### config.mk
export PLATFORM = sky130hd
export DESIGN_NAME = size_class_free_list_allocator
export DESIGN_NICKNAME = d
export VERILOG_FILES = /design/src/rtl/scfl_pkg.sv /design/src/rtl/scfl_class_map.sv /design/src/rtl/size_class_free_list_allocator.sv
export SDC_FILE = /design/constraint.sdc
export NUM_CORES = 1
export LEC_CHECK = 0
export BUFFER_PORTS_ARGS = -buffer_cell sky130_fd_sc_hd__buf_2
export CAP_MARGIN = 0
export CORE_MARGIN = 2
export CORE_UTILIZATION = 60
export CTS_BUF_LIST = sky130_fd_sc_hd__clkbuf_8
export DETAILED_ROUTE_END_ITERATION = 8
export PLACE_DENSITY = 0.77
export SETUP_SLACK_MARGIN = 0.02
export SYNTH_ARGS = -nofsm -noshare
export SYNTH_HDL_FRONTEND = slang
export SYNTH_HIERARCHICAL = 1
export SYNTH_SLANG_ARGS = --single-unit
### constraint.sdc
create_clock -name i_clk -period 8 [get_ports i_clk]
set_input_delay 0.8 -clock i_clk [delete_from_list [all_inputs] [get_ports i_clk]]
set_output_delay 0.8 -clock i_clk [all_outputs]
set_load 0.01 [all_outputs]
### src/rtl/scfl_pkg.sv
package scfl_pkg;

    // Widths fixed by the item fields.
    localparam int unsigned SIZE_W  = 16;
    localparam int unsigned CLASS_W = 3;
    localparam int unsigned INDEX_W = 4;

    typedef enum logic [1:0] {
        ST_GRANT      = 2'd0,
        ST_FALLBACK   = 2'd1,
        ST_FREED_POOL = 2'd2,
        ST_FREED_OUT  = 2'd3
    } t_status;

    typedef enum logic {
        ACT_ALLOC = 1'b0,
        ACT_FREE  = 1'b1
    } t_action;

    typedef enum logic {
        S_IDLE = 1'b0,
        S_EXEC = 1'b1
    } t_state;

    typedef struct packed {
        t_action             action;
        logic [SIZE_W-1:0]   request_size;
        logic                from_pool;
        logic [CLASS_W-1:0]  free_class;
        logic [INDEX_W-1:0]  free_index;
    } t_req;

    typedef struct packed {
        t_status             status;
        logic [CLASS_W-1:0]  block_class;
        logic [INDEX_W-1:0]  block_index;
    } t_rsp;

    // Result of mapping a byte count to a size class.
    typedef struct packed {
        logic                oversize;
        logic [CLASS_W-1:0]  cls;
    } t_class_sel;

endpackage

### src/rtl/scfl_class_map.sv
module scfl_class_map #(
    parameter int NUM_CLASSES     = 5,
    parameter int MIN_CLASS_SHIFT = 6
) (
    input  logic [scfl_pkg::SIZE_W-1:0] i_size,
    output scfl_pkg::t_class_sel        o_sel
);
    import scfl_pkg::*;

    localparam logic [31:0] MAX_SIZE = 32'd1 << (MIN_CLASS_SHIFT + NUM_CLASSES - 1);

    logic [31:0]        size_ext;
    logic [CLASS_W-1:0] cnt;

    assign size_ext = {{(32-SIZE_W){1'b0}}, i_size};

    // The class thresholds rise monotonically, so the class number is the
    // count of thresholds that the size exceeds, capped at the last class.
    always_comb begin
        cnt = '0;
        for (int c = 0; c < NUM_CLASSES - 1; c++) begin
            if (size_ext > (32'd1 << (MIN_CLASS_SHIFT + c))) begin
                cnt = cnt + CLASS_W'(1);
            end
        end
    end

    assign o_sel.oversize = (size_ext > MAX_SIZE);
    assign o_sel.cls      = cnt;

endmodule

### src/rtl/size_class_free_list_allocator.sv
// A taken start beat enters the execute state, whose result is registered onto
// o_done. Busy holds off a new item until the last one is through; the link
// memory's registered read sits between taking an item and the class head update.
// Reset (synchronous, active low) chains every class list in index order and
// clears the pending item; no clearing pass, start is taken right after reset.
// Results cannot be stalled: o_done is high for exactly one cycle per item.
module size_class_free_list_allocator #(
    parameter int BLOCKS_PER_CLASS = 16,
    parameter int NUM_CLASSES      = 5,
    parameter int MIN_CLASS_SHIFT  = 6
) (
    input  logic            i_clk,
    input  logic            i_rst_n,
    input  logic            start,
    output logic            busy,
    input  scfl_pkg::t_req  i_req,
    output logic            o_done,
    output scfl_pkg::t_rsp  o_rsp
);
    import scfl_pkg::*;

    localparam int TOTAL_BLOCKS = NUM_CLASSES * BLOCKS_PER_CLASS;
    localparam int ADDR_W       = (TOTAL_BLOCKS > 1) ? $clog2(TOTAL_BLOCKS) : 1;
    localparam int LINK_W       = $clog2(BLOCKS_PER_CLASS + 1);
    localparam int CIDX_W       = (NUM_CLASSES > 1) ? $clog2(NUM_CLASSES) : 1;
    localparam logic [LINK_W-1:0] LINK_NULL = LINK_W'(BLOCKS_PER_CLASS);

    // Link memory and its per-entry valid bits; an entry not yet written
    // reads as its reset chain value.
    logic [LINK_W-1:0] r_link_mem [TOTAL_BLOCKS];
    logic [TOTAL_BLOCKS-1:0] r_link_vld;
    logic [LINK_W-1:0] r_rd_data;

    logic [LINK_W-1:0] r_class_head [NUM_CLASSES];

    t_state            r_state, n_state;
    t_req              r_req;
    t_class_sel        r_sel;
    logic [LINK_W-1:0] r_head;
    logic [ADDR_W-1:0] r_addr;
    logic              r_free_ok;
    logic              r_done, n_done;
    t_rsp              r_rsp, n_rsp;

    t_class_sel        map_sel;
    logic              accept;
    logic [CLASS_W-1:0] sel_cls;
    logic [INDEX_W-1:0] sel_idx;
    logic [LINK_W-1:0] sel_head;
    logic [ADDR_W-1:0] sel_addr;
    logic              free_ok;
    logic              mem_wr;
    logic              head_wr;
    logic [LINK_W-1:0] head_wdata;
    logic [LINK_W-1:0] reset_link;
    logic [LINK_W-1:0] link_val;

    scfl_class_map #(
        .NUM_CLASSES     (NUM_CLASSES),
        .MIN_CLASS_SHIFT (MIN_CLASS_SHIFT)
    ) u_class_map (
        .i_size (i_req.request_size),
        .o_sel  (map_sel)
    );

    assign busy   = (r_state == S_EXEC);
    assign accept = start && !busy;

    // Beat-side selection: which class head and which link entry this item
    // touches. For an allocate the entry is the head's link, for a free it
    // is the returned block.
    assign free_ok = i_req.from_pool
                     && (32'(i_req.free_class) < 32'(NUM_CLASSES))
                     && (32'(i_req.free_index) < 32'(BLOCKS_PER_CLASS));

    always_comb begin
        if (i_req.action == ACT_ALLOC) begin
            sel_cls = map_sel.cls;
        end else begin
            sel_cls = free_ok ? i_req.free_class : '0;
        end
        sel_head = r_class_head[sel_cls[CIDX_W-1:0]];
        if (i_req.action == ACT_ALLOC) begin
            sel_idx = INDEX_W'(sel_head);
        end else begin
            sel_idx = i_req.free_index;
        end
        sel_addr = ADDR_W'(sel_cls) * ADDR_W'(BLOCKS_PER_CLASS) + ADDR_W'(sel_idx);
    end

    always_comb begin
        if (32'(r_head) + 32'd1 < 32'(BLOCKS_PER_CLASS)) begin
            reset_link = r_head + LINK_W'(1);
        end else begin
            reset_link = LINK_NULL;
        end
        link_val = r_link_vld[r_addr] ? r_rd_data : reset_link;
    end

    always_comb begin
        n_state    = r_state;
        n_done     = 1'b0;
        n_rsp      = r_rsp;
        mem_wr     = 1'b0;
        head_wr    = 1'b0;
        head_wdata = link_val;
        unique case (r_state)
            S_IDLE: begin
                if (start) begin
                    n_state = S_EXEC;
                end
            end
            S_EXEC: begin
                n_state = S_IDLE;
                n_done  = 1'b1;
                if (r_req.action == ACT_ALLOC) begin
                    if (r_sel.oversize) begin
                        n_rsp = '{ST_FALLBACK, '0, '0};
                    end else if (r_head >= LINK_NULL) begin
                        n_rsp = '{ST_FALLBACK, r_sel.cls, '0};
                    end else begin
                        head_wr    = 1'b1;
                        head_wdata = link_val;
                        n_rsp      = '{ST_GRANT, r_sel.cls, INDEX_W'(r_head)};
                    end
                end else begin
                    if (r_free_ok) begin
                        mem_wr     = 1'b1;
                        head_wr    = 1'b1;
                        head_wdata = LINK_W'(r_req.free_index);
                        n_rsp      = '{ST_FREED_POOL, r_req.free_class, '0};
                    end else begin
                        n_rsp = '{ST_FREED_OUT, '0, '0};
                    end
                end
            end
            default: begin
                n_state = S_IDLE;
            end
        endcase
    end

    always_ff @(posedge i_clk) begin
        if (!i_rst_n) begin
            r_state <= S_IDLE;
            r_done  <= 1'b0;
        end else begin
            r_state <= n_state;
            r_done  <= n_done;
        end
    end

    always_ff @(posedge i_clk) begin
        r_rsp <= n_rsp;
        if (accept) begin
            r_req     <= i_req;
            r_sel     <= map_sel;
            r_head    <= sel_head;
            r_addr    <= sel_addr;
            r_free_ok <= free_ok;
        end
    end

    // The free's write lands at the end of the execute cycle, before the
    // next item's read can be issued, so reads and writes never overlap.
    always_ff @(posedge i_clk) begin
        if (mem_wr) begin
            r_link_mem[r_addr] <= r_head;
        end
        if (accept) begin
            r_rd_data <= r_link_mem[sel_addr];
        end
    end

    always_ff @(posedge i_clk) begin
        if (!i_rst_n) begin
            r_link_vld <= '0;
        end else if (mem_wr) begin
            r_link_vld[r_addr] <= 1'b1;
        end
    end

    always_ff @(posedge i_clk) begin
        if (!i_rst_n) begin
            for (int c = 0; c < NUM_CLASSES; c++) begin
                r_class_head[c] <= '0;
            end
        end else if (head_wr) begin
            if (r_req.action == ACT_ALLOC) begin
                r_class_head[r_sel.cls[CIDX_W-1:0]] <= head_wdata;
            end else begin
                r_class_head[r_req.free_class[CIDX_W-1:0]] <= head_wdata;
            end
        end
    end

    assign o_done = r_done;
    assign o_rsp  = r_rsp;

    a_exec_one_cycle: assert property (@(posedge i_clk) disable iff (!i_rst_n)
        busy |=> !busy)
        else $error("execute state held longer than one cycle");

    a_done_follows_exec: assert property (@(posedge i_clk) disable iff (!i_rst_n)
        busy |=> o_done)
        else $error("execute cycle did not produce a result beat");

    a_done_needs_exec: assert property (@(posedge i_clk) disable iff (!i_rst_n)
        o_done |-> $past(busy))
        else $error("result beat without a preceding execute cycle");

    a_grant_in_range: assert property (@(posedge i_clk) disable iff (!i_rst_n)
        (o_done && o_rsp.status == ST_GRANT) |->
            (32'(o_rsp.block_index) < 32'(BLOCKS_PER_CLASS)
             && 32'(o_rsp.block_class) < 32'(NUM_CLASSES)))
        else $error("granted block outside the pool");

    a_no_index_unless_grant: assert property (@(posedge i_clk) disable iff (!i_rst_n)
        (o_done && o_rsp.status != ST_GRANT) |-> (o_rsp.block_index == '0))
        else $error("block index set on a result that is not a grant");

endmodule
==> metrics <==
R2R Setup Slk 3470 ps; Multi-input gate area 6476 um^2; initial antenna violation count 1; clock root buffer clkbuf_8; GRT Util Overall 0.2861; Post-DRT Antenna Nets 0; crit path kind in2reg; most common cell after layout, fill and taps aside edfxtp_1; number of buffers created by CTS 87; WP data required 8380 ps; Reg area 16030 um^2; Sinks on Clock Net 561; postcts setup bufs 0; CP startpoint kind primary input; Layout fillers 2589; Final min period 6724 ps; Main synth FF type edfxtp_1; Mean Syn Cell Area 15.00 um^2; total die area 39940 um^2; chip width 199.9 um; R2R cell count 9; async set-reset flop share out of synthesis 0; antenna diode count 0; setup TNS 0 ps; slew margin rel. 0.2649; clk_skew 38.46 ps; Setup crit end r_rd_data[2]$_DFFE_PP_; die height 199.9 um; area of the core 37760 um^2; post-synth top area share 0.6250; fmax 148.7 MHz; clk slew on worst S/H paths 60 ps; Synth Warn # 6; input/output buffers 38; P_leak 8.719 nW; pwr/cell area 234.9 nW/um^2; Synth Instances 1534; R2R Path End r_class_head[6][3]$_DFFE_PP_; worst setup path startpoint i_req[22]; Yosys reg bits 561; Max Cap Viol 0; Pre-antenna DRT Iters 6; H-tree Lvls 3; DRC Markers 0; Worst Path Arrival 7110 ps; fraction of layout cells with a size suffix above 1 0.1782; I/O Pins 39; Via Count 14091; grt ovf 0; CP Capture Type flop; biggest area consumer among synthesized cells edfxtp_1; final setup fails 0; fin nets 1649; area grow syn2layout 10.10%; Post-DP HPWL 34300 um; crit share post-route 0.8405; sequential area share after synthesis 0.6963; Starting Density 0.6096; DR vias/cell 6.405; path type of the worst min-delay path in2reg; highest-count cells in the layout ignoring fill and taps edfxtp_1, nand2_1, nor2_1; Finished Layout Cells 2200; Fin. Hold Viols 0; # rows 71; fin util 0.6712; Bufs on Longest Clock Path 3; Inst Count DP 2038; hold buffers post-CTS 0; leading post-synthesis cells by cell area edfxtp_1, dfxtp_1, mux2i_1; TritonCTS clock tree done; Worst Max-Slew Pin Slew 1100 ps; GP Congestion 0.9606; critical path fanouts, max 19; Slew Viols, Final 0; Peak VDD IR 0.0002091 V; Post-CTS Resized 0; DRT iter0 DRCs 2232; Post-synth EDFFs 479; syn nets 1567; Mapped Area 23020 um^2; first-pass GRT wire length 83320 um; Skew-Pair Late Insertion Delay 660 ps; outcome finished clean; unrepaired setup endpoints after global routing false; pin count of the biggest net entering global routing 88; FF-to-FF Start r_addr[0]$_DFFE_PP_; Synth cell types 71; vias in the first global route 13773; wire length per cell 24.99 um; WL final 54970 um
worst max-delay path: stages:
cell and delay (ps):
buf_2 100, or4_4 530, or4_4 480, nor2_1 130, and2_1 160, inv_1 50
ha_1 320, xnor2_1 140, ha_1 280, inv_1 60, a32oi_1 80, a21boi_1 180
nor2b_2 230, nor2_8 330, inv_2 280, a211oi_1 440, a2111oi_0 100, or2_2 460
inv_2 340, buf_4 400, nand2_1 310, o22ai_1 450, o21ai_0 180, nand4_1 140
a31oi_1 110
layer usage:
layer / share of wire / up-vias / global-route usage
met5: 0 / - / 0
li1: - / 6086 / -
met2: 0.45 / 917 / 0.4312
met1: 0.39 / 6942 / 0.3998
met3: 0.11 / 146 / 0.07224
met4: 0.039 / 0 / 0.1257
how the worst min path moves through the flow:
stage | end | start | cells past startpoint
6_report | r_req[2]$_DFFE_PP_ | i_req[2] | 1
2_1_floorplan | r_link_vld[71]$_SDFFE_PN0P_ | r_link_vld[71]$_SDFFE_PN0P_ | 1
4_1_cts | r_req[2]$_DFFE_PP_ | i_req[2] | 1
3_5_place_dp | r_link_vld[59]$_SDFFE_PN0P_ | r_link_vld[59]$_SDFFE_PN0P_ | 1
5_1_grt | r_req[3]$_DFFE_PP_ | i_req[3] | 1
3_3_place_gp | r_link_vld[71]$_SDFFE_PN0P_ | r_link_vld[71]$_SDFFE_PN0P_ | 1
kinds of logic (layout without fill, tap and decap cells):
| logic type | count (synthesis) | after routing | share of synthesized area |
|---|---|---|---|
| adder cells (fa/ha/maj) | 5 | 5 | 0.002718 |
| buffers and inverters | 96 | 251 | 0.02267 |
| AO/OA/AOI/OAI | 236 | 236 | 0.07442 |
| multiplexers | 206 | 206 | 0.1185 |
| XOR/XNOR | 4 | 4 | 0.001522 |
| flip-flops | 561 | 561 | 0.6963 |
| AND/OR/NAND/NOR | 426 | 426 | 0.08388 |
cells in the mapped netlist, types with 12 or more instances:
cell      number
mux4_2        48
buf_2         18
o21ai_0       33
o21a_1        80
nor2_1       130
o22ai_1       38
a32o_1        12
clkbuf_1      28
mux2_2        43
mux2i_1      109
nand2_1      156
nand3_1       68
dfxtp_1       82
edfxtp_1     479
inv_1         15
where the power goes:
group	internal, mW	switching [mW]	leakage, nW
clock network	1.17	1.10	0.948
logic	0.148	0.300	2.74
registers	3.21	0.0210	5.03
total	4.53	1.42	8.72
cell type report:
cell class,count,share of cell area
repair buffers,69,0.01768
inverters,20,0.003259
clock buffers,98,0.05323
multi-input cells,877,0.2556
flip-flops and latches,561,0.6324
well taps,511,0.02523
clock inverters,64,0.01259
flip-flops by register name, summed over array words and instances, names as in the netlist, 4 cells and up:
signal / count
r_addr: 7
r_sel: 4
r_link_vld: 80
r_class_head: 40
r_rd_data: 5
r_head: 5
r_link_mem: 400
o_rsp: 9
r_req: 8
metrics by stage:
stage | worst slack [ps] | area (um^2) | hold WS (ps) | power [mW]
floorplan | 1909 | 23020 | 435.2 | 3.587
global placement | 885.6 | 23670 | 440.9 | 3.724
detailed placement | 762.5 | 23670 | 448.8 | 3.731
CTS | 1466 | 25340 | 301.5 | 5.969
global route | 993.5 | 25340 | 316.4 | 6.131
finish | 1276 | 25340 | 331.6 | 5.952
No activity file was read; power rests on OpenSTA's default activity.
